[src/rtl/zlh_pkg.sv]
// Package for the ZIP local header name extractor.
// Holds the walk phase type, header offsets, signature bytes and result types.
// No dependencies.
package zlh_pkg;

	typedef enum logic [2:0] {
		PH_HEADER = 3'd0,
		PH_BADSIG = 3'd1,
		PH_NAME   = 3'd2,
		PH_EXTRA  = 3'd3,
		PH_DATA   = 3'd4,
		PH_IGNORE = 3'd5
	} phase_t;

	localparam int OFF_W = 5;

	localparam logic [OFF_W-1:0] SIG_LAST   = 5'd3;
	localparam logic [OFF_W-1:0] OFF_SIZE0  = 5'd18;
	localparam logic [OFF_W-1:0] OFF_SIZE1  = 5'd19;
	localparam logic [OFF_W-1:0] OFF_SIZE2  = 5'd20;
	localparam logic [OFF_W-1:0] OFF_SIZE3  = 5'd21;
	localparam logic [OFF_W-1:0] OFF_NLEN0  = 5'd26;
	localparam logic [OFF_W-1:0] OFF_NLEN1  = 5'd27;
	localparam logic [OFF_W-1:0] OFF_XLEN0  = 5'd28;
	localparam logic [OFF_W-1:0] OFF_XLEN1  = 5'd29;
	localparam logic [OFF_W-1:0] HDR_LAST   = 5'd29;

	localparam logic [7:0] SIG_B0 = 8'h50;
	localparam logic [7:0] SIG_B1 = 8'h4B;
	localparam logic [7:0] SIG_B2 = 8'h03;
	localparam logic [7:0] SIG_B3 = 8'h04;

	localparam logic KIND_NAME   = 1'b0;
	localparam logic KIND_STATUS = 1'b1;

	localparam logic ST_FINISHED  = 1'b0;
	localparam logic ST_TRUNCATED = 1'b1;

	typedef struct packed {
		logic       kind;
		logic [7:0] name_char;
		logic       name_last;
		logic       name_empty;
		logic       walk_status;
		logic       run_last;
	} result_t;

	// results of one byte: up to two, in order
	typedef struct packed {
		logic       valid;
		logic [1:0] cnt;
		result_t    r0;
		result_t    r1;
	} parse_out_t;

	function automatic logic [7:0] sig_byte(input logic [1:0] idx);
		logic [7:0] b;
		case (idx)
			2'd0: b = SIG_B0;
			2'd1: b = SIG_B1;
			2'd2: b = SIG_B2;
			default: b = SIG_B3;
		endcase
		return b;
	endfunction

endpackage

[src/rtl/zlh_parser.sv]
// Input register and header walk state machine.
// Produces up to two results per beat for the result buffer.
// Depends on zlh_pkg.
module zlh_parser (
	input  logic               clk,
	input  logic               arst_n,
	input  logic               in_valid,
	output logic               in_stall,
	input  logic [7:0]         data_byte,
	input  logic               end_of_archive,
	input  logic               load_ok,
	output zlh_pkg::parse_out_t po
);
	import zlh_pkg::*;

	logic              valid_s1;
	logic [7:0]        byte_s1;
	logic              end_s1;
	logic              fire;

	phase_t            phase_q, phase_d;
	logic [OFF_W-1:0]  hdr_off_q, off_d;
	logic [31:0]       dlen_q, dlen_d;
	logic [15:0]       nlen_q, nlen_d;
	logic [15:0]       xlen_q, xlen_d;
	logic [31:0]       rem_q, rem_d;

	assign fire     = valid_s1 && load_ok;
	assign in_stall = valid_s1 && !load_ok;

	always_ff @(posedge clk or negedge arst_n) begin
		if (!arst_n) begin
			valid_s1 <= 1'b0;
		end else if (!valid_s1 || fire) begin
			valid_s1 <= in_valid;
		end
	end

	always_ff @(posedge clk) begin
		if (in_valid && (!valid_s1 || fire)) begin
			byte_s1 <= data_byte;
			end_s1  <= end_of_archive;
		end
	end

	always_ff @(posedge clk or negedge arst_n) begin
		if (!arst_n) begin
			phase_q   <= PH_HEADER;
			hdr_off_q <= '0;
			dlen_q    <= '0;
			nlen_q    <= '0;
			xlen_q    <= '0;
			rem_q     <= '0;
		end else if (fire) begin
			phase_q   <= phase_d;
			hdr_off_q <= off_d;
			dlen_q    <= dlen_d;
			nlen_q    <= nlen_d;
			xlen_q    <= xlen_d;
			rem_q     <= rem_d;
		end
	end

	always_comb begin
		logic        sig_bad;
		logic        skip;
		logic        clean;
		logic [31:0] rem_dec;
		result_t     res0;
		result_t     res1;
		result_t     st;
		logic [1:0]  n;

		phase_d = phase_q;
		off_d   = hdr_off_q;
		dlen_d  = dlen_q;
		nlen_d  = nlen_q;
		xlen_d  = xlen_q;
		rem_d   = rem_q;
		sig_bad = 1'b0;
		skip    = 1'b0;
		clean   = 1'b0;
		rem_dec = rem_q - 32'd1;
		res0    = '0;
		res1    = '0;
		st      = '0;
		n       = 2'd0;

		case (phase_q)
			PH_HEADER, PH_BADSIG: begin
				if (hdr_off_q <= SIG_LAST) begin
					sig_bad = (phase_q == PH_BADSIG) ||
						(byte_s1 != sig_byte(hdr_off_q[1:0]));
					if (sig_bad) begin
						phase_d = PH_BADSIG;
					end
					if (sig_bad && hdr_off_q == SIG_LAST) begin
						phase_d = PH_IGNORE;
						off_d   = '0;
						skip    = 1'b1;
					end
				end else begin
					case (hdr_off_q)
						OFF_SIZE0: dlen_d = {24'h0, byte_s1};
						OFF_SIZE1: dlen_d[15:8] = byte_s1;
						OFF_SIZE2: dlen_d[23:16] = byte_s1;
						OFF_SIZE3: dlen_d[31:24] = byte_s1;
						OFF_NLEN0: nlen_d = {8'h0, byte_s1};
						OFF_NLEN1: nlen_d[15:8] = byte_s1;
						OFF_XLEN0: xlen_d = {8'h0, byte_s1};
						OFF_XLEN1: xlen_d[15:8] = byte_s1;
						default: ;
					endcase
				end
				if (!skip) begin
					if (hdr_off_q >= HDR_LAST) begin
						off_d = '0;
						if (nlen_d != 16'h0) begin
							phase_d = PH_NAME;
							rem_d   = {16'h0, nlen_d};
						end else begin
							res0.kind       = KIND_NAME;
							res0.name_last  = 1'b1;
							res0.name_empty = 1'b1;
							n = 2'd1;
							if (xlen_d != 16'h0) begin
								phase_d = PH_EXTRA;
								rem_d   = {16'h0, xlen_d};
							end else if (dlen_d != 32'h0) begin
								phase_d = PH_DATA;
								rem_d   = dlen_d;
							end else begin
								phase_d = PH_HEADER;
							end
						end
					end else begin
						off_d = hdr_off_q + 5'd1;
					end
				end
			end
			PH_NAME: begin
				rem_d          = rem_dec;
				res0.kind      = KIND_NAME;
				res0.name_char = byte_s1;
				n              = 2'd1;
				if (rem_dec == 32'h0) begin
					res0.name_last = 1'b1;
					if (xlen_q != 16'h0) begin
						phase_d = PH_EXTRA;
						rem_d   = {16'h0, xlen_q};
					end else if (dlen_q != 32'h0) begin
						phase_d = PH_DATA;
						rem_d   = dlen_q;
					end else begin
						phase_d = PH_HEADER;
						off_d   = '0;
					end
				end
			end
			PH_EXTRA: begin
				rem_d = rem_dec;
				if (rem_dec == 32'h0) begin
					if (dlen_q != 32'h0) begin
						phase_d = PH_DATA;
						rem_d   = dlen_q;
					end else begin
						phase_d = PH_HEADER;
						off_d   = '0;
					end
				end
			end
			PH_DATA: begin
				rem_d = rem_dec;
				if (rem_dec == 32'h0) begin
					phase_d = PH_HEADER;
					off_d   = '0;
				end
			end
			default: begin
				phase_d = PH_IGNORE;
			end
		endcase

		if (end_s1) begin
			clean = (phase_d == PH_IGNORE) ||
				(phase_d == PH_HEADER && off_d == '0);
			st.kind        = KIND_STATUS;
			st.walk_status = clean ? ST_FINISHED : ST_TRUNCATED;
			if (n == 2'd0) begin
				res0 = st;
			end else begin
				res1 = st;
			end
			n       = n + 2'd1;
			phase_d = PH_HEADER;
			off_d   = '0;
			dlen_d  = '0;
			nlen_d  = '0;
			xlen_d  = '0;
			rem_d   = '0;
		end

		if (n == 2'd1) begin
			res0.run_last = 1'b1;
		end
		if (n == 2'd2) begin
			res1.run_last = 1'b1;
		end

		po.valid = valid_s1;
		po.cnt   = n;
		po.r0    = res0;
		po.r1    = res1;
	end

	a_count_nonzero: assert property (@(posedge clk) disable iff (!arst_n)
		(phase_q == PH_NAME || phase_q == PH_EXTRA || phase_q == PH_DATA)
		|-> rem_q != 32'h0)
		else $error("length count zero inside name, extra or data");

	a_off_range: assert property (@(posedge clk) disable iff (!arst_n)
		hdr_off_q <= HDR_LAST)
		else $error("header offset beyond header");

	a_off_idle: assert property (@(posedge clk) disable iff (!arst_n)
		(phase_q != PH_HEADER && phase_q != PH_BADSIG) |-> hdr_off_q == '0)
		else $error("header offset not cleared outside header");

endmodule

[src/rtl/zlh_result_buf.sv]
// Two-slot result register between the parser and the output channel.
// Loads all results of one beat at once and presents them in order.
// Depends on zlh_pkg.
module zlh_result_buf (
	input  logic                clk,
	input  logic                arst_n,
	input  zlh_pkg::parse_out_t po,
	output logic                load_ok,
	output logic                out_valid,
	input  logic                out_stall,
	output zlh_pkg::result_t    head
);
	import zlh_pkg::*;

	logic [1:0] cnt_q;
	result_t    slot_a_q;
	result_t    slot_b_q;
	logic       take;
	logic       load;

	assign out_valid = (cnt_q != 2'd0);
	assign take      = out_valid && !out_stall;
	assign load_ok   = (cnt_q == 2'd0) || (cnt_q == 2'd1 && take);
	assign load      = po.valid && load_ok;
	assign head      = slot_a_q;

	always_ff @(posedge clk or negedge arst_n) begin
		if (!arst_n) begin
			cnt_q <= 2'd0;
		end else if (load) begin
			cnt_q <= po.cnt;
		end else if (take) begin
			cnt_q <= cnt_q - 2'd1;
		end
	end

	always_ff @(posedge clk) begin
		if (load) begin
			slot_a_q <= po.r0;
			slot_b_q <= po.r1;
		end else if (take) begin
			slot_a_q <= slot_b_q;
		end
	end

	a_cnt_range: assert property (@(posedge clk) disable iff (!arst_n)
		cnt_q <= 2'd2)
		else $error("result count out of range");

	a_pair_first: assert property (@(posedge clk) disable iff (!arst_n)
		cnt_q == 2'd2 |-> !slot_a_q.run_last && slot_b_q.run_last)
		else $error("run_last misplaced in result pair");

	a_single_last: assert property (@(posedge clk) disable iff (!arst_n)
		cnt_q == 2'd1 |-> slot_a_q.run_last)
		else $error("lone result without run_last");

endmodule

[src/rtl/zip_local_header_name_extractor.sv]
// ZIP local header name extractor, top level.
// Path: a byte beat is registered in the parser's input register; its results are then loaded into
// the result register once it has room, and are offered to the output from there.
// Throughput: one byte per cycle while out_stall is low; a byte that yields two results
// (a name or marker plus the end status) holds the input while the result register drains.
// Reset (arst_n low, asynchronous): walk at header start, counts and lengths cleared.
// Depends on zlh_pkg, zlh_parser, zlh_result_buf.
module zip_local_header_name_extractor (
	input  logic       clk,
	input  logic       arst_n,
	input  logic       in_valid,
	output logic       in_stall,
	input  logic [7:0] data_byte,
	input  logic       end_of_archive,
	output logic       out_valid,
	input  logic       out_stall,
	output logic       kind,
	output logic [7:0] name_char,
	output logic       name_last,
	output logic       name_empty,
	output logic       walk_status,
	output logic       run_last
);
	import zlh_pkg::*;

	parse_out_t po;
	result_t    head;
	logic       load_ok;

	zlh_parser u_parser (
		.clk            (clk),
		.arst_n         (arst_n),
		.in_valid       (in_valid),
		.in_stall       (in_stall),
		.data_byte      (data_byte),
		.end_of_archive (end_of_archive),
		.load_ok        (load_ok),
		.po             (po)
	);

	zlh_result_buf u_buf (
		.clk       (clk),
		.arst_n    (arst_n),
		.po        (po),
		.load_ok   (load_ok),
		.out_valid (out_valid),
		.out_stall (out_stall),
		.head      (head)
	);

	assign kind        = head.kind;
	assign name_char   = head.name_char;
	assign name_last   = head.name_last;
	assign name_empty  = head.name_empty;
	assign walk_status = head.walk_status;
	assign run_last    = head.run_last;

endmodule
[config.mk]
export PLATFORM = sky130hd
export DESIGN_NAME = zip_local_header_name_extractor
export DESIGN_NICKNAME = d
export VERILOG_FILES = /design/src/rtl/zlh_pkg.sv /design/src/rtl/zlh_parser.sv /design/src/rtl/zlh_result_buf.sv /design/src/rtl/zip_local_header_name_extractor.sv
export SDC_FILE = /design/constraint.sdc
export NUM_CORES = 1
export LEC_CHECK = 0
export ABC_AREA = 1
export BUFFER_PORTS_ARGS = -buffer_cell sky130_fd_sc_hd__buf_2
export CELL_PAD_IN_SITES_DETAIL_PLACEMENT = 0
export CELL_PAD_IN_SITES_GLOBAL_PLACEMENT = 1
export CORE_MARGIN = 3
export CORE_UTILIZATION = 25
export DETAILED_ROUTE_END_ITERATION = 10
export HOLD_SLACK_MARGIN = 0.08
export PLACE_DENSITY = 0.51
export SLEW_MARGIN = 20
export SYNTH_ARGS = -nofsm -noshare
export SYNTH_HDL_FRONTEND = slang
export SYNTH_SLANG_ARGS = --single-unit
[constraint.sdc]
create_clock -name clk -period 3.47 [get_ports clk]
set_clock_uncertainty 0.15 [all_clocks]
set_input_delay 1.041 -clock clk [delete_from_list [all_inputs] [get_ports clk]]
set_output_delay 1.041 -clock clk [all_outputs]
set_load 0.02 [all_outputs]
==> metrics list <==
* DR vias: between 9000 and 10000
- IO Pins: 28
* Clock tree from TritonCTS: yes
* Drt via density: roughly 4.9
- STA puts the critical path data required time at around 3.6 ns.
* Slew margin rel.: about three fifths
* Setup crit start: u_parser.hdr_off_q[2]
- The final layout contains roughly 1400 nets.
- By area the synthesized netlist is led by sky130_fd_sc_hd__dfrtp_1, sky130_fd_sc_hd__nand2_1, sky130_fd_sc_hd__edfxtp_1.
* Avg Inst Size Synth: 7.254 um2
- Pin count of the biggest net entering global routing: 58
* Remaining design rule violation count: 0
- Clock insertion delay at the later pin of the skew report: between 0.4 and 0.5 ns
- I/O Buffers: 27
- In this run the worst path has a maximum fanout of 17.
- The sequential cells in the finished layout cover a total of ~0.0034 mm2.
- In this run the clock root is driven by a sky130_fd_sc_hd__clkbuf_16.
- Wire length of the first global-routing pass: between 50000 and 60000 um
- The die covers roughly 0.039 mm2.
- Number of antenna violations at the first check in global routing: 1
* Synthesized flop and latch total: roughly 130
* Data arrival time at the worst-slack endpoint: 3.46 ns
- Once detail routing completed, the nets flagged for antenna violations numbered 0.
* Hold path start: u_parser.nlen_q[6]
- For this run, the total global-route usage over all layers was measured as roughly a fifth.
- Cell accounting for the most synthesized area: sky130_fd_sc_hd__dfrtp_1
* Hold-fix buffer count after cts: 0
* Top cell type's share of synthesized area: between 20% and 30%
* Iteration count of the initial detailed-routing pass: 6
- Worst setup path endpoint: u_parser.rem_q[3]
- The worst register-to-register path begins at u_parser.hdr_off_q[2].
- Clock buffer depth: 2
- Total instance count after detailed placement: ~1800
* Fillers: between 3000 and 4000
- In the final layout, the share of cells above drive strength 1 is between 20% and 30%.
- Synthesized netlist cell count: 1269
- The number of slew-limit violations in the final report is 0.
- Setup repair after global routing could not meet its margin everywhere.
* Sequential cell area fraction in the yosys report: a little under two fifths
* Accumulated negative setup slack: 0 ns
- DRC marker count from the first detailed-route iteration: around 660
- The flow ran to the end, and the final reports show no timing, DRC or antenna violations.
- Area used by multi-input combinational logic: slightly above 0.005 mm2
- Detailed placement ended at an HPWL of approximately 29000 um.
- Compared with the post-synthesis result, the final layout area differs by 25.68%.
- Cell breakdown of the critical path: buf_12 -> nor2_8 -> nand2_4 -> o21ai_1 -> nand4_1 -> nor2_2 -> nand2_2 -> inv_1 -> buf_4 -> o21ai_0 -> o21ai_0 -> o221ai_1 -> nand2_1 -> o21ai_1
* Number of global-route vias before repair: ~9000
- Highest achievable clock rate: around 300 MHz
- The congestion estimate from routability-driven global placement came to 0.8786.
- Hold/Removal Path Class: reg2reg
- The cell area that synthesis handed to floorplanning was between 0.009 and 0.01 mm2.
- Number of buffers created by CTS: 17
- Critical path class: reg2reg
- Starting density of the core: 25.63%
- The worst path uses 94.71% of the clock period.
- In the layout the commonest cells are sky130_fd_sc_hd__nand2_1, sky130_fd_sc_hd__inv_1, sky130_fd_sc_hd__buf_4, sky130_fd_sc_hd__nor2_1, sky130_fd_sc_hd__dfrtp_1.
- Final antenna diode count: 0
- Register-to-register setup slack: approximately 0.18 ns
- The die is 197.9 um wide.
- For this run, the number of Yosys warnings is 0.
- In the final routed layout, each cell accounts on average for around 20 um.
- Endpoint of the worst register-to-register path: u_parser.rem_q[3]
- Row generation in the floorplan step produced between 60 and 70 rows.
- Vertical die dimension: ~200 um
- Synthesized net count: roughly 1300
* Unique masters post-synth: 52
- Clock edge transition at the registers on the reported setup and hold paths: approximately 0.060 ns
* Number of cells in the finished layout apart from fillers: 1873
- STA classifies the critical path endpoint as a register.
* Slowest stage cell on the critical path: sky130_fd_sc_hd__dfrtp_1
- Fin crit period: 3.286 ns
* Routed Wire Length: around 37000 um
- Final setup viols: 0
- The core region is approximately 0.036 mm2.
* Hold Violations, Final: 0
* Maximum capacitance violations: 0
- Commonest non-fill, non-tap cell in the layout: sky130_fd_sc_hd__nand2_1
- STA classifies the critical path startpoint as a register.
* Clock sink count: 132
* GRT Residual Overflow: 0
* Worst reg-to-reg path cell count: 14
- At the pin with the least slew margin, the transition time is about 0.59 ns.
- CP peak stage delay: around 0.49 ns
- CTS built an H-tree with a depth of 4.
[critical path, delay by kind of cell (launching register included)]
| kind | cells | cell delay [ns] |
|---|---|---|
| AND/OR/NAND/NOR | 6 | 0.90 |
| AO/OA/AOI/OAI | 5 | 1.05 |
| buffers and inverters | 3 | 0.57 |
| flip-flops | 1 | 0.49 |
[cells in the mapped netlist (all sizes together)]
cell type  instances
a211oi             2
a21boi             1
a21oi             31
a221oi             4
a22oi              6
a31oi              3
and2               1
buf               20
clkbuf            20
clkinv             1
dfrtp            107
edfxtp            25
ha                13
inv              200
nand2            279
nand3             76
nand3b             2
nand4             27
nor2             149
nor3              18
nor4               9
o2111ai            1
o211ai            21
o21a               8
o21ai            113
o21bai             3
o221ai            13
o22ai            101
o31ai              2
o32ai              4
or2                3
xor2               6
[flip-flops by register name, indices dropped and copies added (netlist names)]
name	flops
u_parser.valid_s1	1
u_buf.slot_b_q	3
u_parser.end_s1	1
u_buf.head	13
u_parser.phase_q	3
u_parser.hdr_off_q	5
u_parser.rem_q	32
u_parser.xlen_q	16
u_parser.dlen_q	32
u_parser.byte_s1	8
u_buf.cnt_q	2
u_parser.nlen_q	16
[logic make-up (layout without fill, tap and decap cells)]
group | Yosys count | count (layout) | synth area share [%]
adder cells (fa/ha/maj) | 13 | 13 | 1.767
flip-flops | 132 | 132 | 37.24
AO/OA/AOI/OAI | 313 | 313 | 21.54
buffers and inverters | 241 | 382 | 10.44
XOR/XNOR | 6 | 6 | 0.7339
AND/OR/NAND/NOR | 564 | 566 | 28.27
[through the flow]
| stage | util (%) | setup WS (ns) | hold WS [ns] | area [um2] |
|---|---|---|---|---|
| after CTS | 31.20 | 0.004759 | 0.3811 | 11200 |
| after floorplan | - | 0.2457 | 0.3357 | 9205 |
| final | 32.21 | 0.1836 | 0.3780 | 11570 |
| after detailed placement | 29.54 | -0.07054 | 0.3654 | 10610 |
| after global routing | 32.21 | -0.02447 | 0.4014 | 11570 |
| after global placement | 29.54 | -0.009830 | 0.3653 | 10610 |
[per-layer routing]
layer  part of all wire, %  vias to the layer above  global-route usage [%]
met3                   4.3                       44                   2.978
met2                    46                      233                   30.27
met1                    48                     4402                   27.26
li1                      -                     4584                       -
met4                   2.0                        2                   4.902
met5                 0.091                        -                       0
[how the worst min path moves through the flow]
| stage | endpoint | cells past startpoint |
|---|---|---|
| after floorplan | u_parser.valid_s1 | 2 |
| after global placement | u_parser.valid_s1 | 2 |
| after detailed placement | u_buf.head[12] | 2 |
| after CTS | u_parser.nlen_q[6] | 2 |
| after global routing | u_buf.head[12] | 2 |
| final | u_parser.nlen_q[6] | 2 |
[repair_timing]
| action | 4_1_cts | 5_1_grt |
|---|---|---|
| endpoints found under the hold margin | 0 | 0 |
| endpoints found under the setup margin | 2 | 36 |
| pin swaps | 0 | 11 |
| gates resized for setup | 2 | 72 |
| cloned | 0 | 2 |
| buffers inserted | 0 | 13 |
[layout make-up]
cell class | count | area share [%]
clock buffer | 22 | 3.926
tap | 461 | 4.986
multi-input combinational | 898 | 44.07
sequential | 132 | 29.65
inverter | 201 | 6.543
clock inverter | 10 | 1.146
timing repair buffer | 149 | 9.680
Power is left out: the tool's default activity adds up to more than one toggle a clock period on the data nets, which glitch-free logic cannot reach.
